File: src/rtl/sliding_window_median_defines.svh
// Assertion macros shared by the sliding window median RTL.
`ifndef SLIDING_WINDOW_MEDIAN_DEFINES_SVH
`define SLIDING_WINDOW_MEDIAN_DEFINES_SVH

// Property must hold at every rising clock edge outside reset.
`define SWM_ASSERT(label, clk, rst, prop, msg) \
   label: assert property (@(posedge clk) disable iff (rst) prop) \
      else $error(msg);

// Expression must never be true outside reset.
`define SWM_ASSERT_NEVER(label, clk, rst, expr, msg) \
   label: assert property (@(posedge clk) disable iff (rst) !(expr)) \
      else $error(msg);

`endif

File: src/rtl/swm_pkg.sv
// Types and constants of the sliding window median filter.
package swm_pkg;

   localparam int SAMPLE_W = 32;
   localparam int MEDIAN_W = 33;
   localparam int CFG_W    = 7;

   // Command codes broadcast to the sorted cell row
   typedef logic [1:0] cell_op_type;
   localparam cell_op_type CELL_HOLD   = 2'd0;
   localparam cell_op_type CELL_INSERT = 2'd1;
   localparam cell_op_type CELL_REMOVE = 2'd2;
   localparam cell_op_type CELL_CLEAR  = 2'd3;

   typedef struct packed {
      logic signed [SAMPLE_W-1:0] sample;
      logic                       last_of_sequence;
   } req_word_type;

   typedef struct packed {
      logic signed [MEDIAN_W-1:0] median_times_two;
   } rsp_word_type;

   typedef struct packed {
      logic [CFG_W-1:0] window_size;
   } csr_word_type;

   // Content of one sorted cell
   typedef struct packed {
      logic [SAMPLE_W-1:0] value;
      logic                valid;
   } cell_type;

   typedef struct packed {
      cell_op_type         op;
      logic [SAMPLE_W-1:0] sample;
      logic [SAMPLE_W-1:0] oldest;
   } cell_cmd_type;

   // Arrival history control
   typedef struct packed {
      logic push;
      logic pop;
      logic clear;
   } hist_ctl_type;

   // Left neighbor of the first cell: valid, most negative value
   localparam cell_type CELL_HEAD  = '{value: {1'b1, {(SAMPLE_W-1){1'b0}}}, valid: 1'b1};
   // Right neighbor of the last cell: empty
   localparam cell_type CELL_EMPTY = '{value: '0, valid: 1'b0};

endpackage

File: src/rtl/swm_history.sv
// Arrival order history: circular sample store that yields the oldest sample.
module swm_history #(
   parameter int WINDOW_MAX = 64
) (
   input  logic                               clock,
   input  logic                               reset,
   input  swm_pkg::hist_ctl_type              ctl,
   input  logic [swm_pkg::SAMPLE_W-1:0]       wr_data,
   input  logic [$clog2(WINDOW_MAX+1)-1:0]    fill,
   output logic [swm_pkg::SAMPLE_W-1:0]       oldest_data
);
   import swm_pkg::*;

   localparam int IW = (WINDOW_MAX > 1) ? $clog2(WINDOW_MAX) : 1;
   localparam int KW = $clog2(WINDOW_MAX + 1);
   localparam int SW = KW + 1;

   logic [SAMPLE_W-1:0] mem [WINDOW_MAX];
   logic [IW-1:0]       oldest_ff;
   logic [IW-1:0]       oldest_in;
   logic [SW-1:0]       slot_sum;
   logic [SW-1:0]       next_sum;
   logic [IW-1:0]       wr_slot;
   logic [SAMPLE_W-1:0] rd_ff;
   logic [SAMPLE_W-1:0] byp_data_ff;
   logic                bypass_ff;

   assign slot_sum = SW'(oldest_ff) + SW'(fill);
   assign wr_slot  = (slot_sum >= SW'(WINDOW_MAX)) ? IW'(slot_sum - SW'(WINDOW_MAX))
                                                   : IW'(slot_sum);
   assign next_sum = SW'(oldest_ff) + SW'(1);

   always_comb begin
      priority if (ctl.clear) begin
         oldest_in = '0;
      end else if (ctl.pop) begin
         oldest_in = (next_sum >= SW'(WINDOW_MAX)) ? '0 : IW'(next_sum);
      end else begin
         oldest_in = oldest_ff;
      end
   end

   always_ff @(posedge clock) begin
      if (reset) begin
         oldest_ff <= '0;
         bypass_ff <= 1'b0;
      end else begin
         oldest_ff <= oldest_in;
         // empty store: the slot written now is the oldest one
         bypass_ff <= ctl.push && (fill == '0);
      end
   end

   always_ff @(posedge clock) begin
      if (ctl.push) begin
         mem[wr_slot] <= wr_data;
      end
      rd_ff       <= mem[oldest_ff];
      byp_data_ff <= wr_data;
   end

   assign oldest_data = bypass_ff ? byp_data_ff : rd_ff;

endmodule

File: config.mk
export PLATFORM = sky130hd
export DESIGN_NAME = swm_history
export DESIGN_NICKNAME = d
export VERILOG_FILES = /design/src/rtl/sliding_window_median_defines.svh /design/src/rtl/swm_pkg.sv /design/src/rtl/swm_history.sv
export SDC_FILE = /design/constraint.sdc
export NUM_CORES = 2
export LEC_CHECK = 0
export ABC_AREA = 1
export BUFFER_PORTS_ARGS = -buffer_cell sky130_fd_sc_hd__clkbuf_2
export CAP_MARGIN = 20
export CELL_PAD_IN_SITES_DETAIL_PLACEMENT = 0
export CELL_PAD_IN_SITES_GLOBAL_PLACEMENT = 2
export CORE_ASPECT_RATIO = 1.4
export CORE_MARGIN = 1.5
export CORE_UTILIZATION = 41
export CTS_CLUSTER_DIAMETER = 80
export DETAILED_ROUTE_END_ITERATION = 12
export GPL_ROUTABILITY_DRIVEN = 1
export PLACE_DENSITY_LB_ADDON = 0.1
export SETUP_SLACK_MARGIN = 0.3
export SLEW_MARGIN = 0
export SYNTH_ARGS = -nofsm -noshare
export SYNTH_HDL_FRONTEND = slang
export SYNTH_SLANG_ARGS = --single-unit
File: constraint.sdc
create_clock -name clock -period 4.5 [get_ports clock]
set_clock_uncertainty 0.1 [all_clocks]
set_input_delay 0.45 -clock clock [delete_from_list [all_inputs] [get_ports clock]]
set_output_delay 0.45 -clock clock [all_outputs]
set_load 0.05 [all_outputs]
== After elaboration in Yosys (flattened, before gate mapping) ==
Memories as Yosys holds them, arrays and structs flattened. A register that Yosys moved wholly into a read port is not among the register bits.
Cells that the tools add are included.
Cells by class
  shift-type cells: 0
  $lt $le $gt $ge: 2
  $mul: 0
  equal/unequal tests: 0
  divide/modulo/power cells: 0
  bitwise operators: 0
  muxes and demuxes: 5
  reduce and logical (&&, ||, !) cells: 3
  add/subtract/negate cells: 3
Operators by type and width (number)
  $mux W32: 1
  $mux W6: 2
  $add A6 B7 Y8: 1
  $ge A8 B7 Y1 const B: 1
  $add A6 B1 Y7 const B: 1
  $ge A7 B7 Y1 const B: 1
  $logic_not A7 Y1: 1
  $sub A6 B1 Y6 const B: 1
  $mux W1: 2
  $reduce_or A2 Y1: 1
  $logic_and A1 B1 Y1: 1
Word-level totals
  logic and storage cells: 17
  flip-flop bits (word level): 39
  latch bits: 0
  input port bits: 44
  memories: 1
  output and inout port bits: 32
  RAM bits: 2048
  memory bits (read-only): 0
Memory list
  mem: depth 64, bits a word 32, rd ports 1, clocked after Yosys merged registers in 1, write ports 1, line swm_history.sv:18  | logic [SAMPLE_W-1:0] mem [WINDOW_MAX];

== Longest topological paths before layout ==
  depth in word-level cells: 3
  gate-level depth with buffers: 17
  mapped depth without buffers: 12

== Worst setup path after synthesis ==
OpenSTA, ideal clock, no wires.
  path kind: input to register
  start point: input port fill[0]
  end point: memory mem[48][0], enable pin
  path buffers: 0
  slack: 790 ps
  setup time: 421 ps
  stages: 7
  data arrival time: 3188 ps
  cell sequence: ha_1 > fa_1 > a21oi_1 > o21bai_1 > xor2_1 > nand3_1 > nor2_1
Between the ends
  longest elaborated chain between the ends: 3
  elaborated cells on any way between the ends: 4
Ends and longest elaborated chain
  from (decl): line swm_history.sv:9  | input logic [$clog2(WINDOW_MAX+1)-1:0] fill,
  $add A6 B7 Y8 *: line swm_history.sv:28  | assign slot_sum = SW'(oldest_ff) + SW'(fill);
  $ge A8 B7 Y1 / $sub A6 B1 Y6 (equally long branches): line swm_history.sv:29  | assign wr_slot = (slot_sum >= SW'(WINDOW_MAX)) ? IW'(slot_sum - SW'(WINDOW_MAX))
  $mux W6 *: line swm_history.sv:29
  to (decl): line swm_history.sv:18
Every way passes the cells marked *; elsewhere a longest branch is shown, timed or not.

== Worst setup path in the final report ==
  start point: register oldest_ff[2]
  end point: memory mem[44][28], enable pin
Between the ends
  longest elaborated chain between the ends: 3
  elaborated cells on any way between the ends: 4
Ends and longest elaborated chain
  from (decl): line swm_history.sv:19  | logic [IW-1:0] oldest_ff;
  from (signal assigned): line swm_history.sv:48  | oldest_ff <= oldest_in;
  $add A6 B7 Y8 *: line swm_history.sv:28
  $ge A8 B7 Y1 / $sub A6 B1 Y6 (equally long branches): line swm_history.sv:29
  $mux W6 *: line swm_history.sv:29
Marks and branches as above.

==> flow_summary.toml <==
[timing]
final.min_clock_period_ns = 3.71
post-route-period-util_pct = 82.5
layout_setup_ws_ns = 0.790
setup_violations = 0
rsz0062_at_grt = "false"
maxSlewViolCount = 0
relSlewSlack_pct = 21.7
tns_ns = 0
tightest_slew_ns = 1.17
finalHoldViolations = 0
max_freq_ghz = 0.270

[run]
cap_viol_max_count = 0

[synthesis]
synth_nets = 8371
syn_avg_cell_area_sq_um = 10.6
mappedNetlistArea_sq_um = 88500
ys_ff_latch = 2119
ys_types = 28
yosysWarnings = 0
postSynthCellCount = 8320
seq_area_frac_synth_pct = 71.1

[grt]
grt_max_degree = 176
grt_pass1_vias = 56300
antenna_found_initial = 24
grt_pass1_wl_mm = 406
overflow = 0
track_usage_pct = 25.7

[clock_tree]
cts_sinks = 2119
cts_tree = "done"
clkTransAtPathRegs_ns = 0.06
cts_buffer_depth = 4
clk_latency_ns = 0.86
cts.htree.levels = 4
clock-root-buffer = "clkbuf_16"
cts_resized = 0
cts_inserted_buffers = 215

[final_layout]
area_delta_synth_final_pct = 13.5
drive_gt1_share_pct = 8.74
fin_nets = 8496

[floorplan]
num_io_pins = 76
dieArea_sq_um = 219000
start_util_pct = 41.3
core_sq_um = 215000
die_x_um = 396
die_y_um = 553
num_rows = 201

[min_path]
hp-class = "in2reg"
whs_path_depth = 1
hold_end = "byp_data_ff[15]$_DFF_P_"
min-delay-start = "wr_data[15]"

[critical_path]
r2r_cells = 7
cp_top_family = "simple AND/OR/NAND/NOR gates"
start_kind = "flip-flop"
path_cells = "ha_1 > xor2_1 > inv_1 > nor2_1 > nand2_1 > nor2_4 > buf_4"
cp_data_required_time_ns = 4.86
r2r_end = "mem[44][28]$_DFFE_PP_"
critPathMaxFanout = 32
rr_startpoint = "oldest_ff[2]$_SDFFE_PP0P_"
cp_num_buf_inv = 2
worstSetupEndpointType = "flip-flop"
r2r_slack_ns = 0.79
cp_slowest_cell = "nand2_1"
cp.arrival_ns = 4.07
cp_slowest_stage_delay_ns = 0.70
worst-setup-path-type = "reg2reg"

[power_and_ir_drop]
pwr-share-comb_pct = 4.4
switching_power_mw = 9.08
leakagePower_nw = 40.0
p_sw_share_pct = 21.9
p_int_mw = 32.4
power_density_nw_per_um2 = 412
peakVddDrop_v = 0.000335
power_frac_seq_pct = 52.6
clkPwrFrac_pct = 43.0

[routing]
drt_iter0_drc = 5092
drt_wl_total_mm = 284
routed_via_density = 5.09
route.vias.total = 58300
first_pass_iters = 6
drc_errors = 0
antenna_left = 0
wl_per_cell_um = 24.7

[placement]
portBuffers = 75
dp_slack_ns = 0.680
gp_congestion = 0.819
hpwl_mm = 164

[outcome]
outcome = "complete, no violations"
==> worst max-delay path by stage <==
stage,startpoint,end,slack (ns),cells past startpoint
final,oldest_ff[2]$_SDFFE_PP0P_,mem[44][28]$_DFFE_PP_,0.79,7
after detailed placement,fill[0],mem[44][28]$_DFFE_PP_,0.68,9
after global routing,oldest_ff[2]$_SDFFE_PP0P_,mem[44][20]$_DFFE_PP_,0.70,7
after global placement,fill[0],mem[44][28]$_DFFE_PP_,0.63,9
after floorplan,fill[0],mem[48][0]$_DFFE_PP_,0.79,7
after CTS,oldest_ff[2]$_SDFFE_PP0P_,mem[44][28]$_DFFE_PP_,0.89,7
==> cells in the mapped netlist <==
| library cell | count | share of area, % |
|---|---|---|
| inv_1 | 984 | 4.2 |
| buf_6 | 6 | 0.076 |
| buf_1 | 39 | 0.17 |
| a21oi_1 | 62 | 0.35 |
| nand2_1 | 2750 | 12 |
| or2_2 | 23 | 0.16 |
| nor2_1 | 664 | 2.8 |
| o21bai_1 | 1 | 0.0085 |
| inv_2 | 1 | 0.0042 |
| buf_2 | 121 | 0.68 |
| clkinv_1 | 4 | 0.017 |
| dfxtp_1 | 71 | 1.6 |
| nand3_1 | 944 | 5.3 |
| o21ai_1 | 3 | 0.017 |
| clkbuf_1 | 244 | 1.0 |
| nand4_1 | 3 | 0.021 |
| xor2_1 | 4 | 0.040 |
| a31oi_1 | 1 | 0.0071 |
| and3_1 | 7 | 0.049 |
| nor4_1 | 2 | 0.014 |
| a211oi_1 | 1 | 0.0085 |
| buf_4 | 21 | 0.18 |
| edfxtp_1 | 2048 | 69 |
| fa_1 | 1 | 0.023 |
| o21ai_0 | 268 | 1.5 |
| o211ai_1 | 9 | 0.076 |
| ha_1 | 6 | 0.085 |
| mux2_2 | 32 | 0.41 |
==> stage by stage <==
step / std cells / total power, mW / instance area [sq um] / util (%) / hold slack, ns
after global placement: 11100 / 24.1 / 93500 / 43.6 / 0.511
after global routing: 11500 / 42.6 / 100000 / 46.8 / 0.0387
after CTS: 11500 / 41.8 / 100000 / 46.8 / 0.0206
after detailed placement: 11100 / 24.1 / 93500 / 43.6 / 0.514
final: 11500 / 41.5 / 101000 / 46.9 / 0.0616
after floorplan: 8320 / 23.1 / 88500 / - / 0.378
==> registers in the layout, summed over array words and instances, names as in the netlist <==
name / flops
mem: 2048
byp_data_ff: 32
bypass_ff: 1
oldest_ff: 6
rd_ff: 32
==> cells by family after synthesis <==
family / after synthesis / share of synthesized area, %
and+or+nand+nor: 4393 / 20.1
adders and majority gates: 7 / 0.107
AOI/OAI and AO/OA: 345 / 1.98
muxes: 32 / 0.407
xor gates and xnor gates: 4 / 0.0396
buffers and inverters: 1420 / 6.33
DFF: 2119 / 71.1
==> cell usage in the layout, fill, tap and decap left out, types with 2 or more instances in the layout <==
master,count
nand2_1,2750
edfxtp_1,2048
inv_1,981
nand3_1,944
nor2_1,598
o21ai_0,268
clkbuf_16,217
buf_4,208
nor2_4,66
dfxtp_1,66
a21oi_1,62
clkbuf_2,55
clkbuf_1,52
buf_12,42
clkinv_1,38
mux2_2,32
clkinv_2,29
or2_2,23
clkbuf_8,20
buf_2,20
bufinv_16,19
dlygate4sd3_1,14
diode_2,11
o211ai_1,9
and3_1,7
clkinvlp_4,7
ha_1,6
inv_6,5
xor2_1,4
o21ai_1,3
nand4_1,3
dfxtp_4,3
inv_8,2
inv_2,2
nor4_1,2
dfxtp_2,2
==> layer usage <==
layer	global-route usage (%)	part of all wire [%]
met3	2.28	4.7
met2	42.3	48
met1	36.0	44
met4	7.88	3.2
met5	0	0.0039
==> power groups by stage <==
stage / sequential [mW] / clock, mW / combinational (mW)
6_report: 21.8 / 17.8 / 1.83
4_1_cts: 21.8 / 18.1 / 1.86
3_5_place_dp: 22.2 / 0 / 1.84
2_1_floorplan: 22.2 / 0 / 0.860
5_1_grt: 21.8 / 18.8 / 2.00
3_3_place_gp: 22.2 / 0 / 1.84
==> area by class of cell <==
class                           count  area (sq um)
Clock buffer                      289          5900
Fill cell                       19700        114000
Antenna cell                       11          27.5
Tap cell                         2842          3560
Timing Repair Buffer              339          2920
Multi-Input combinational cell   4781         20500
Inverter                          989          3740
Sequential cell                  2119         62900
Clock inverter                     95           933
==> timing repair <==
action,4_1_cts,5_1_grt
buffers inserted,0,0
hold buffers,14,0
endpoints found under the hold margin,76,0
endpoints found under the setup margin,0,0
Note: power is estimated with default switching activity, not from simulation.
