[src/rtl/sliding_window_median_defines.svh]
// Assertion macros shared by the sliding window median RTL.
`ifndef SLIDING_WINDOW_MEDIAN_DEFINES_SVH
`define SLIDING_WINDOW_MEDIAN_DEFINES_SVH

// Property must hold at every rising clock edge outside reset.
`define SWM_ASSERT(label, clk, rst, prop, msg) \
   label: assert property (@(posedge clk) disable iff (rst) prop) \
      else $error(msg);

// Expression must never be true outside reset.
`define SWM_ASSERT_NEVER(label, clk, rst, expr, msg) \
   label: assert property (@(posedge clk) disable iff (rst) !(expr)) \
      else $error(msg);

`endif

[src/rtl/swm_pkg.sv]
// Types and constants of the sliding window median filter.
package swm_pkg;

   localparam int SAMPLE_W = 32;
   localparam int MEDIAN_W = 33;
   localparam int CFG_W    = 7;

   // Command codes broadcast to the sorted cell row
   typedef logic [1:0] cell_op_type;
   localparam cell_op_type CELL_HOLD   = 2'd0;
   localparam cell_op_type CELL_INSERT = 2'd1;
   localparam cell_op_type CELL_REMOVE = 2'd2;
   localparam cell_op_type CELL_CLEAR  = 2'd3;

   typedef struct packed {
      logic signed [SAMPLE_W-1:0] sample;
      logic                       last_of_sequence;
   } req_word_type;

   typedef struct packed {
      logic signed [MEDIAN_W-1:0] median_times_two;
   } rsp_word_type;

   typedef struct packed {
      logic [CFG_W-1:0] window_size;
   } csr_word_type;

   // Content of one sorted cell
   typedef struct packed {
      logic [SAMPLE_W-1:0] value;
      logic                valid;
   } cell_type;

   typedef struct packed {
      cell_op_type         op;
      logic [SAMPLE_W-1:0] sample;
      logic [SAMPLE_W-1:0] oldest;
   } cell_cmd_type;

   // Arrival history control
   typedef struct packed {
      logic push;
      logic pop;
      logic clear;
   } hist_ctl_type;

   // Left neighbor of the first cell: valid, most negative value
   localparam cell_type CELL_HEAD  = '{value: {1'b1, {(SAMPLE_W-1){1'b0}}}, valid: 1'b1};
   // Right neighbor of the last cell: empty
   localparam cell_type CELL_EMPTY = '{value: '0, valid: 1'b0};

endpackage

[src/rtl/swm_cell.sv]
// One cell of the sorted window row: holds one sample and trades with its neighbors.
module swm_cell (
   input  logic                  clock,
   input  logic                  reset,
   input  swm_pkg::cell_cmd_type cmd,
   input  swm_pkg::cell_type     left,
   input  swm_pkg::cell_type     right,
   output swm_pkg::cell_type     own
);
   import swm_pkg::*;

   logic [SAMPLE_W-1:0] value_ff;
   logic [SAMPLE_W-1:0] value_in;
   logic                valid_ff;
   logic                valid_in;
   logic                below_left;
   logic                below_self;
   logic                not_below_oldest;

   assign below_left       = $signed(cmd.sample) < $signed(left.value);
   assign below_self       = $signed(cmd.sample) < $signed(value_ff);
   assign not_below_oldest = $signed(value_ff) >= $signed(cmd.oldest);

   always_comb begin
      value_in = value_ff;
      valid_in = valid_ff;
      unique case (cmd.op)
         CELL_HOLD: begin
         end
         CELL_INSERT: begin
            // shift up where the new sample sorts below the left entry
            if (left.valid && below_left) begin
               value_in = left.value;
               valid_in = 1'b1;
            end else if (left.valid && (!valid_ff || below_self)) begin
               value_in = cmd.sample;
               valid_in = 1'b1;
            end
         end
         CELL_REMOVE: begin
            // everything from the first copy of the oldest value moves down
            if (valid_ff && not_below_oldest) begin
               value_in = right.value;
               valid_in = right.valid;
            end
         end
         CELL_CLEAR: begin
            valid_in = 1'b0;
         end
         default: begin
         end
      endcase
   end

   always_ff @(posedge clock) begin
      if (reset) begin
         valid_ff <= 1'b0;
      end else begin
         valid_ff <= valid_in;
      end
   end

   always_ff @(posedge clock) begin
      value_ff <= value_in;
   end

   assign own.value = value_ff;
   assign own.valid = valid_ff;

endmodule

[config.mk]
export PLATFORM = sky130hd
export DESIGN_NAME = swm_cell
export DESIGN_NICKNAME = d
export VERILOG_FILES = /design/src/rtl/sliding_window_median_defines.svh /design/src/rtl/swm_pkg.sv /design/src/rtl/swm_cell.sv
export SDC_FILE = /design/constraint.sdc
export NUM_CORES = 1
export LEC_CHECK = 0
export ABC_AREA = 1
export BUFFER_PORTS_ARGS = -buffer_cell sky130_fd_sc_hd__buf_4
export CAP_MARGIN = 20
export CORE_MARGIN = 5
export CORE_UTILIZATION = 45
export CTS_BUF_LIST = sky130_fd_sc_hd__clkbuf_8 sky130_fd_sc_hd__clkbuf_16
export DETAILED_ROUTE_END_ITERATION = 6
export GPL_TIMING_DRIVEN = 0
export PLACE_DENSITY = 0.75
export SYNTH_ARGS = -nofsm -noshare
export SYNTH_HDL_FRONTEND = slang
export SYNTH_SLANG_ARGS = --single-unit
[constraint.sdc]
create_clock -name clock -period 3.81 [get_ports clock]
set_input_delay 0.5715 -clock clock [delete_from_list [all_inputs] [get_ports clock]]
set_output_delay 0.5715 -clock clock [all_outputs]
set_load 0.01 [all_outputs]
# Yosys cells after proc, flatten, opt, wreduce, memory -nomap -nowiden
# Index checks and enable logic that the tools add are counted.
totals:
  reg_bits: 33
op_classes:
  magnitude_cmp: 3
  n_eq_ne: 5
  mux: 8
  reduce_logical: 9
op_table:
  columns: ["op", "n"]
  rows:
  - ["two-way mux 32 bit", 3]
  - ["less-than comparator 32 bit", 2]
  - ["one-hot mux 32 bit (2 select lines)", 1]
  - [">= comparator 32 bit", 1]
  - ["AND reduction 3 bit", 2]
  - ["equality test 2 bit (second input constant)", 2]
  - ["logical AND 1 bit", 3]
  - ["two-way mux 1 bit", 3]
  - ["inequality test 3 bit (second input constant)", 1]
  - ["one-hot mux 1 bit (3 select lines)", 1]
  - ["nonzero test 3 bit", 1]
  - ["equality test 2 x 1 -> 1 bit (second input constant)", 1]
  - ["inequality test 2 bit (second input constant)", 1]
  - ["nonzero test 2 bit", 1]
  - ["logical NOT 1 bit", 1]
  - ["logical OR 1 bit", 1]

# Depth between registers and ports, before layout
# Gate-level depths: netlist of run 1.
depth:
  word_depth: 6
  mapped_depth: 19

# Worst setup path after synthesis of run 1
# Ideal clock, no wire load.
synth_timing:
  path_kind: "input -> register"
  startpoint: "input cmd[31] (netlist name)"
  endpoint: "register value_ff[0] (enable)"
  arrival_time_ns: 3.420
  required_ns: 3.378
  setup_slack_ns: -0.042
  cell_stages: 14
  path_buffers: 0
  cell_sequence: "inv_1 -> ha_1 -> nand2_1 -> nor2_1 -> nand2_1 -> nor4_1 -> nand2_1 -> nand2_1 -> nand2_1 -> nand3_1 -> nand2_1 -> nand2_1 -> nand2_1 -> a21oi_1"
synth_via:
  elab_chain_len: 4
synth_rtl:
  columns: ["element", "line_no", "source"]
  rows:
  - ["start, declared", "swm_cell.sv:5", "input swm_pkg::cell_cmd_type cmd,"]
  - [">= comparator 32 bit", "swm_cell.sv:22", "assign not_below_oldest = $signed(value_ff) >= $signed(cmd.oldest);"]
  - ["logical AND 1 bit", "swm_cell.sv:42", "if (valid_ff && not_below_oldest) begin"]
  - ["inequality test 2 bit (no line)", null, null]
  - ["AND reduction 3 bit (no line)", null, null]
  - ["end signal, assigned", "swm_cell.sv:64", "value_ff <= value_in;"]
  - ["end, declared", "swm_cell.sv:12", "logic [SAMPLE_W-1:0] value_ff;"]
# No other way between the ends.
# A chain may end at the register's enable or synchronous reset.

# Final worst setup path of run 1
layout_timing:
  startpoint: "register value_ff[31]"
  endpoint: "register value_ff[8] (enable)"
layout_via:
  elab_chain_len: 5
  elab_cells_between_ends: 8
layout_rtl:
  columns: ["element", "line_no", "source"]
  rows:
  - ["less-than comparator 32 bit", "swm_cell.sv:21", "assign below_self = $signed(cmd.sample) < $signed(value_ff);"]
  - ["logical OR 1 bit", "swm_cell.sv:35", "end else if (left.valid && (!valid_ff || below_self)) begin"]
  - ["logical AND 1 bit", "swm_cell.sv:35", null]
  - ["inequality test 3 bit (no line)", null, null]
  - ["AND reduction 3 bit (no line) (*)", null, null]
# Every way passes the cells marked *; elsewhere a longest branch is shown, timed or not.

==> summary.md, run 1 <==
| Metric | Value |
|---|---|
| Die H | 107 um |
| H-tree levels | 2 |
| Port-buffer cells | 166 |
| Most frequent cells in the layout | buf_4 (170), inv_1 (116), nand2_1 (114) |
| DP Cell Count | 870 |
| Met1 Track Usage GR | between 20 and 30% |
| Die X-Extent | 107 um |
| Worst slew margin | 54.1% |
| Filler Cells Inserted | between 800 and 900 |
| Vias in the first global route | roughly 4,800 |
| Type of the worst setup path | flip-flop to flip-flop |
| Num CTS Buffers | 5 |
| Initial antenna violation count | 0 |
| Clock Skews | 0.00918 ns |
| Synth Cell Area | 0.00419 sq mm |
| Leakage Power | 0.00316 uW |
| Fin Setup TNS | 0 ns |
| Core ar. | 0.00915 sq mm |
| Final worst path period share | 83.8% |
| Max clock buf depth | 2 |
| Max-slew violations | 0 |
| Syn Nets | slightly above 800 |
| GR Util All Layers | 23.2% |
| Arrival time worst endpoint | approximately 3.2 ns |
| Global-route wire length before repair | between 20,000 and 25,000 um |
| Post-DRT Antenna Nets | 0 |
| Sequential share of the synthesized area | 23.4% |
| P per Cell Area | about 250 mW/mm^2 |
| Clk slew on worst S/H paths | 0.08 ns |
| DPL Wire Length | 11,100 um |
| Hold Vio Cnt, Final | 0 |
| CTS root buf | clkbuf_8 |
| Layout cells sized above 1 | 24.8% |
| Synth area leader | ha_1 |
| # diodes | 0 |
| Nets | 994 |
| # rows | 35 |
| Largest net degree at the start of global routing | 23 |
| Initial DRC count | 187 |
| Syn. warnings | 0 |
| Peak supply drop | 140 uV |
| Ports | 167 |
| Final Routed Wirelength | about 13,000 um |
| Total Power | 1400 uW |
| Worst setup SP type | flip-flop |
| TritonCTS clock tree | built |
| Met3 usage | 3.28% |
| Setup bufs post-CTS | 0 |
| Total number of vias | 4,482 |
| Maximum fanout along the worst path | 22 |
| Post-route DRC violation count | 0 |
| M2 GR Usage | 41.7% |
| Hold-fix buffers, CTS | 0 |
| Post-CTS sizing | 0 |
| Area occupied by multi-input gates | 0.00271 sq mm |
| Yosys top cell area share | 28.1% |
| Worst slew pin tran | just under 0.7 ns |
| CP Capture Type | flip-flop |
| Total gr overflow | 0 |
| Vias per inst | a little over 5 |
| Clk_lat worst skew | roughly 0.28 ns |
| Final setup viols | 0 |
| Pre-CTS WS | 0.343 ns |
| Worst Path Required | 3.80 ns |
| Avg WL per Cell | 14.8 um |
| Mean instance size in the synthesized netlist | 7.08 sq um |
| Fmax | 313 MHz |
| Yosys reg bits | 33 |
| Initial core utilization | approximately 46% |
| Routability cong. | 0.893 |
| Run status | completed |
| DRT Pass-1 Iters | 4 |
| Clock Sink Count | 33 |
| Hold-critical path depth | 4 |
| Post-synthesis cell type count | 28 |
| Syn Inst Count | 592 |
| Final min period | about 3.2 ns |
| Area grow syn2layout | 35.8% |
| Hold/Removal Path Class | input port to flip-flop |
| Max_cap viols | 0 |
| Grt peak-use layer | met2 |
| Most common cell after layout, fill and taps aside | buf_4 |
| Top cells by area, synth | ha_1 (28%), edfxtp_1 (23%), inv_1 (10%) |
| Fin cells | 878 |
| Slack of the critical path | 0.619 ns |
| RSZ-0062 raised after global routing | no |
| R2r worst-path depth | 14 |
| Register area | roughly 1000 sq um |
| Die area | 0.0113 sq mm |
==> registers in the layout, indices dropped and copies added, names as in the netlist <==
| name | count |
|---|---|
| valid_ff | 1 |
| value_ff | 32 |
==> area by class of cell <==
class | instances | share of cell area (%)
clock inverters | 3 | 0.242
clock buffers | 5 | 1.21
multi-input cells | 430 | 47.6
flip-flops and latches | 33 | 17.2
repair buffers | 167 | 22.2
well taps | 111 | 2.44
plain buffers | 13 | 1.41
inverters | 116 | 7.65
==> Yosys cell counts <==
cell type,n
buf_6,2
nand3_1,12
o21ai_1,46
nor4_2,1
nand3_2,1
nand3b_1,2
clkbuf_1,6
a21o_1,2
nand4_1,7
a21oi_2,2
nor3_1,3
o21a_1,1
nand2_2,2
inv_2,1
nor4_1,1
ha_1,94
o21ai_0,30
dfxtp_1,1
and3_1,1
o211ai_1,2
buf_2,1
edfxtp_1,32
buf_4,4
nand2_1,114
inv_1,115
a21oi_1,47
nor2_4,1
nor2_1,61
==> report_power, final <==
part           internal (uW)  switching [uW]
Clock                    124             141
Combinational            307             342
Sequential               452            32.7
==> stage by stage <==
step / cell area [sq um] / utilization, % / hold slack, ns
2_1_floorplan: 4200 / - / 0.497
3_3_place_gp: 5580 / 61.0 / 0.529
3_5_place_dp: 5610 / 61.3 / 0.537
4_1_cts: 5690 / 62.2 / 0.525
5_1_grt: 5690 / 62.2 / 0.538
6_report: 5690 / 62.2 / 0.530
==> cell families (layout without fill, tap and decap cells) <==
kind of cell	count (synthesis)	count (layout)	share of synthesized area (%)
DFF	33	33	23.4
adders and majority gates	94	94	28.1
and+or+nand+nor	206	206	20.3
buffers and inverters	129	304	12.3
AOI/OAI and AO/OA	130	130	16.0
==> worst paths after layout <==
kind / slack [ns] / endpoint / startpoint
hold reg to reg: 0.55 / valid_ff / valid_ff
hold / removal: 0.53 / valid_ff / reset
setup / recovery: 0.62 / value_ff[8] / value_ff[31]
setup reg to reg: 0.62 / value_ff[8] / value_ff[31]
==> routing by layer <==
layer,part of all wire (%),up-vias,wire (um)
met5,0,-,0
li1,-,2303,-
met4,1.8,0,235
met2,49,144,6410
met1,42,2017,5390
met3,7.1,18,920
==> critical path, cell delays in order, from the launching register on <==
cell      delay [ns]
edfxtp_1        0.43
ha_1            0.35
nand2_1         0.09
nor2_1          0.13
nand2_1         0.12
nor4_1          0.54
nand2_1         0.16
nand2_1         0.10
nand2_1         0.05
nand3_1         0.07
nand2_1         0.06
nand2_1         0.10
nand2_1         0.09
a21oi_4         0.35
buf_12          0.24
Power figures use the tool's default switching activity.
==> run 2, diff against run 1 <==
==> constraint.sdc (replaced) <==
create_clock -name clock -period 2.84 [get_ports clock]
set_input_delay 0.426 -clock clock [delete_from_list [all_inputs] [get_ports clock]]
set_output_delay 0.426 -clock clock [all_outputs]
set_load 0.01 [all_outputs]
==> summary.md, run 2 (same netlist as run 1, synthesis figures left out) <==
| Metric | Value |
|---|---|
| Worst slew pin tran | 0.575 ns (-0.107 ns) |
| Num CTS Buffers | 5 (unchanged) |
| Hold/Removal Path Class | input port to flip-flop |
| Total number of vias | 4,506 (+0.54%) |
| Final Cell Area | 0.00582 sq mm (+2.2%) |
| Worst Path Required | 2.84 ns (-0.96 ns) |
| Placed instance area | 0.00559 sq mm (-0.36%) |
| Maximum fanout along the worst path | 16 (-27%) |
| GR Util All Layers | 23.0% (-0.11 points) |
| Post-route DRC violation count | 0 (unchanged) |
| Total gr overflow | 0 (unchanged) |
| Initial antenna violation count | 0 (unchanged) |
| TritonCTS clock tree | built |
| Max clock buf depth | 2 (unchanged) |
| Largest net degree at the start of global routing | 17 (-26%) |
| Most common cell after layout, fill and taps aside | buf_4 |
| Register area | 981 sq um (unchanged) |
| Worst slew margin | 61.7% (+7.6 points) |
| Largest Register | value_ff |
| Hold Vio Cnt, Final | 0 (unchanged) |
| Layout cells sized above 1 | 26.2% (+1.4 points) |
| Arrival time worst endpoint | 2.66 ns (-0.52 ns) |
| DPL Wire Length | 10,900 um (-1.6%) |
| Core ar. | 0.00915 sq mm (unchanged) |
| Initial DRC count | 143 (-24%) |
| Clock Sink Count | 33 (unchanged) |
| DP Cell Count | 869 (-0.11%) |
| Die area | 0.0113 sq mm (unchanged) |
| Biggest regs | value_ff x32, valid_ff x1 |
| Vias per inst | 5.09 (-0.37%) |
| Worst setup SP type | flip-flop |
| Avg WL per Cell | 14.8 um (+0.31%) |
| Port-buffer cells | 166 (unchanged) |
| Post-DRT Antenna Nets | 0 (unchanged) |
| Die H | 107 um (unchanged) |
| CP Capture Type | flip-flop |
| Most frequent cells in the layout | buf_4 (175), inv_1 (115), nand2_1 (111) |
| Fmax | 376 MHz (+20%) |
| Clk_lat worst skew | 0.29 ns (about the same) |
| Final Routed Wirelength | 13,100 um (+1.2%) |
| Nets | 1,002 (+0.80%) |
| Type of the worst setup path | flip-flop to flip-flop |
| P per Cell Area | 328 mW/mm^2 (+33%) |
| H-tree levels | 2 (unchanged) |
| Hold-fix buffers, CTS | 0 (unchanged) |
| Area occupied by multi-input gates | 0.00278 sq mm (+2.5%) |
| Routability cong. | 0.911 (+2.0%) |
| Die X-Extent | 107 um (unchanged) |
| Peak supply drop | 178 uV (+27%) |
| Global-route wire length before repair | 21,100 um (-1.6%) |
| Clk slew on worst S/H paths | 0.07 ns (about the same) |
| Final min period | 2.66 ns (-0.531 ns) |
| Run status | completed |
| Leakage Power | 0.00321 uW (+1.5%) |
| CTS root buf | clkbuf_8 |
| Max reg flops | 32 (unchanged) |
| Final setup viols | 0 (unchanged) |
| Initial core utilization | 45.8% (unchanged) |
| Ports | 167 (unchanged) |
| Fin cells | 886 (+0.91%) |
| # rows | 35 (unchanged) |
| Filler Cells Inserted | 833 (-2.3%) |
| DRT Pass-1 Iters | 4 (unchanged) |
| Vias in the first global route | 4,522 (-5.7%) |
| Final worst path period share | 93.7% (+9.9 points) |
| Area grow syn2layout | 38.8% |
| Max_cap viols | 0 (unchanged) |
| Max-slew violations | 0 (unchanged) |
| # diodes | 0 (unchanged) |
| Clock Skews | 0.00563 ns (-0.00354 ns) |
| RSZ-0062 raised after global routing | no |
run 2: cell count changes in the layout (fill, tap and decap cells not counted), moves of 2 or more:
cell	before	now
nand2_1	114	111
nand2_2	2	4
clkinv_1	0	2
buf_4	170	175
buf_6	2	4
nor4_4	0	2
run 2: worst max-delay path, stage by stage, from the launching register on:
cell      delay, ns
edfxtp_1       0.47
ha_4           0.32
nand2_1        0.08
nor2_2         0.11
nand2_2        0.11
nor4_4         0.36
nand2_1        0.13
nand2_1        0.09
nand2_1        0.05
nand3_1        0.07
nand2_1        0.07
nand2_2        0.10
nand2_4        0.08
a21oi_4        0.14
buf_12         0.17
run 2: final cells by class:
cell class | instances | share of cell area [%]
timing repair buffer | 174 | 22.8
sequential | 33 | 16.9
clock buffer | 5 | 1.18
multi-input combinational | 431 | 47.7
tap | 111 | 2.39
clock inverter | 3 | 0.215
inverter | 116 | 7.48
buffer | 13 | 1.38
run 2: path summary, 6_finish.rpt:
| path | from | end | slack [ns] | cells after the start |
|---|---|---|---|---|
| worst min register to register | valid_ff | valid_ff | 0.58 | 2 |
| worst max-delay path | value_ff[31] | value_ff[16] | 0.18 | 14 |
| worst min-delay path | reset | valid_ff | 0.38 | 4 |
| worst max register to register | value_ff[31] | value_ff[16] | 0.18 | 14 |
run 2: per-layer routing:
metal  part of all wire [%]  vias up  track usage (%)  wire length, um
met1                     42     2009             28.9             5490
li1                       -     2316                -                -
met5                      0        -                0                0
met2                     49      159             41.5             6490
met4                    2.4        0             7.03              311
met3                    6.2       22             2.31              819
run 2: what timing repair did:
item	4_1_cts	5_1_grt
setup buffers	4	4
cloned	1	0
endpoints found under the setup margin	32	32
gates resized for setup	2	10
pin swaps	0	5
run 2: through the flow:
step	power [uW]	hold WS (ns)	worst slack (ns)	util, %	setup TNS [ns]
3_5_place_dp	1520	0.566	-0.741	61.1	-23.65
3_3_place_gp	1490	0.546	-0.710	61.1	-22.64
5_1_grt	2060	0.399	0.00372	63.6	0
6_report	1910	0.380	0.180	63.6	0
2_1_floorplan	1130	0.497	0.136	-	0
4_1_cts	1890	0.376	0.0733	62.7	0
run 2: report_power, final:
part	internal, uW	total, uW	leakage [uW]	switching, uW
sequential	606	653	0.000315	46.8
combinational	429	900	0.00285	471
clock	165	355	0.0000430	189
total	1200	1910	0.00321	707
==> run 3, diff against run 2 <==
--- a/config.mk
+++ b/config.mk
@@ -9,11 +9,11 @@
 export BUFFER_PORTS_ARGS = -buffer_cell sky130_fd_sc_hd__buf_4
 export CAP_MARGIN = 20
 export CORE_MARGIN = 5
-export CORE_UTILIZATION = 45
+export CORE_UTILIZATION = 40
 export CTS_BUF_LIST = sky130_fd_sc_hd__clkbuf_8 sky130_fd_sc_hd__clkbuf_16
 export DETAILED_ROUTE_END_ITERATION = 6
 export GPL_TIMING_DRIVEN = 0
-export PLACE_DENSITY = 0.75
+export PLACE_DENSITY = 0.68
 export SYNTH_ARGS = -nofsm -noshare
 export SYNTH_HDL_FRONTEND = slang
 export SYNTH_SLANG_ARGS = --single-unit
==> constraint.sdc (replaced) <==
create_clock -name clock -period 2.84 [get_ports clock]
set_input_delay 0.426 -clock clock [delete_from_list [all_inputs] [get_ports clock]]
set_output_delay 0.426 -clock clock [all_outputs]
set_load 0.02 [all_outputs]
==> summary.md, run 3 (same netlist as run 1, synthesis figures left out) <==
| Metric | Value |
|---|---|
| Run status | completed |
| Initial DRC count | 205 (+43%) |
| Most common cell after layout, fill and taps aside | buf_4 |
| Post-DRT Antenna Nets | 0 (unchanged) |
| P per Cell Area | 333 mW/mm^2 (+1.5%) |
| Max reg flops | 32 (unchanged) |
| Fin Setup TNS | 0 ns (unchanged) |
| Largest Register | value_ff |
| Area grow syn2layout | 38.4% |
| Clk slew on worst S/H paths | 0.07 ns (about the same) |
| Avg WL per Cell | 14.5 um (-1.7%) |
| Max clock buf depth | 2 (unchanged) |
| # rows | 37 (+5.7%) |
| Total gr overflow | 0 (unchanged) |
| Fmax | 378 MHz (+0.49%) |
| Maximum fanout along the worst path | 8 (-8) |
| Hold Vio Cnt, Final | 0 (unchanged) |
| Peak supply drop | 143 uV (-19%) |
| Hold-fix buffers, CTS | 0 (unchanged) |
| Die area | 0.0126 sq mm (+11%) |
| Die H | 112 um (+5.5%) |
| Num CTS Buffers | 5 (unchanged) |
| Largest net degree at the start of global routing | 17 (unchanged) |
| Initial antenna violation count | 0 (unchanged) |
| Final min period | 2.65 ns (-0.0129 ns) |
| Arrival time worst endpoint | 2.65 ns (about the same) |
| Biggest regs | value_ff x32, valid_ff x1 |
| Max-slew violations | 0 (unchanged) |
| Fin util | 56.5% (-7.1 points) |
| Initial core utilization | 40.8% (-5.0 points) |
| CTS root buf | clkbuf_8 |
| Total number of vias | 4,533 (+0.60%) |
| # diodes | 0 (unchanged) |
| Routability cong. | 0.883 (-3.1%) |
| Worst slew pin tran | 0.577 ns (+0.00207 ns) |
| H-tree levels | 2 (unchanged) |
| Post-route DRC violation count | 0 (unchanged) |
| DRT Pass-1 Iters | 5 (+1) |
| Worst setup SP type | flip-flop |
| Worst slew margin | 61.5% (-0.14 points) |
| Core ar. | 0.0103 sq mm (+12%) |
| TritonCTS clock tree | built |
| Hold/Removal Path Class | input port to flip-flop |
| Port-buffer cells | 166 (unchanged) |
| Ports | 167 (unchanged) |
| Max_cap viols | 0 (unchanged) |
| Die X-Extent | 112 um (+5.5%) |
| Final setup viols | 0 (unchanged) |
| GR Util All Layers | 20.5% (-2.5 points) |
| Top cell by count, worst path | nand2_1 |
| CP Capture Type | flip-flop |
| Vias in the first global route | 4,576 (+1.2%) |
| Final worst path period share | 93.2% (-0.45 points) |
| Clk_lat worst skew | 0.29 ns (about the same) |
| Worst Path Required | 2.84 ns (about the same) |
| Most frequent cells in the layout | buf_4 (173), inv_1 (118), nand2_1 (112) |
| Layout cells sized above 1 | 25.6% (-0.64 points) |
| Final Routed Wirelength | 13,200 um (+0.63%) |
| Type of the worst setup path | flip-flop to flip-flop |
| Clock Skews | 0.00354 ns (-0.00209 ns) |
| Vias per inst | 5.00 (-1.7%) |
| Worst-path cell chain | ha_4 -> nand2_1 -> nor2_2 -> nand2_2 -> nor4_4 -> nand2_1 -> nand2_1 -> nand2_1 -> nand3_1 -> nand2_1 -> nand2_1 -> nand2_2 -> a21oi_4 -> buf_4 |
| Global-route wire length before repair | 21,100 um (unchanged) |
| Nets | 998 (-0.40%) |
| DPL Wire Length | 10,900 um (+0.42%) |
| Leakage Power | 0.00319 uW (-0.45%) |
| Clock Sink Count | 33 (unchanged) |
| Slowest-stage cell, CP | edfxtp_1 |
| Crit-path max cell delay | 0.46 ns (about the same) |
[run 3: changes by cell type in the layout (fill, tap and decap cells not counted)]
| cell | delta |
|---|---|
| inv_1 | +3 |
| buf_4 | -2 |
| buf_6 | -2 |
| clkinv_1 | -2 |
| clkinv_2 | -1 |
| nand2_1 | +1 |
| nand2_4 | -1 |
[run 3: report_power, final]
group	switching, uW	internal (uW)	leakage, uW	total, uW
Sequential	45.1	606	0.000315	651
Clock	190	164	0.0000519	353
Combinational	504	423	0.00283	926
Total	738	1190	0.00319	1930
[run 3: final cells by class]
type                            count  area (sq um)
Buffer                             13          80.1
Tap cell                          136           170
Sequential cell                    33           981
Fill cell                         993          4470
Inverter                          116           435
Timing Repair Buffer              170          1290
Clock buffer                        5          68.8
Clock inverter                      3          11.3
Multi-Input combinational cell    431          2770
[run 3: metrics by stage]
step           cell area [sq um]  worst slack [ns]  power [uW]  std cells  hold slack (ns)
2_1_floorplan               4200            0.0609        1170        592            0.497
3_3_place_gp                5620            -0.752        1530        894            0.549
3_5_place_dp                5620            -0.809        1560        894            0.564
4_1_cts                     5760            0.0141        1930        906            0.357
5_1_grt                     5800          -0.00603        2090        907            0.384
6_report                    5800             0.193        1930        907            0.373
[run 3: final timing paths]
check / slack, ns / cells after the start / end / start
worst max-delay path: 0.19 / 14 / value_ff[11] / value_ff[31]
worst max register to register: 0.19 / 14 / value_ff[11] / value_ff[31]
worst min register to register: 0.59 / 2 / valid_ff / valid_ff
worst min-delay path: 0.37 / 4 / valid_ff / reset
[run 3: what timing repair did]
item                                    4_1_cts  5_1_grt
cloned                                        1        0
pin swaps                                     0        2
buffers inserted                              3        1
resized for setup                             2        6
endpoints found under the setup margin       32       32
[run 3: routing by layer]
metal / GRT usage [%] / vias up / routed length [um]
met4: 7.37 / 0 / 273
met2: 35.1 / 164 / 6550
li1: - / 2310 / -
met5: 0 / - / 0
met3: 3.40 / 21 / 817
met1: 26.0 / 2038 / 5560
[run 3: critical path, delay by kind of cell, from the launching register on]
family | cells | cell delay [ns]
AOI/OAI and AO/OA | 1 | 0.14
adders and majority gates | 1 | 0.32
buffers and inverters | 1 | 0.19
DFF | 1 | 0.46
and+or+nand+nor | 11 | 1.25
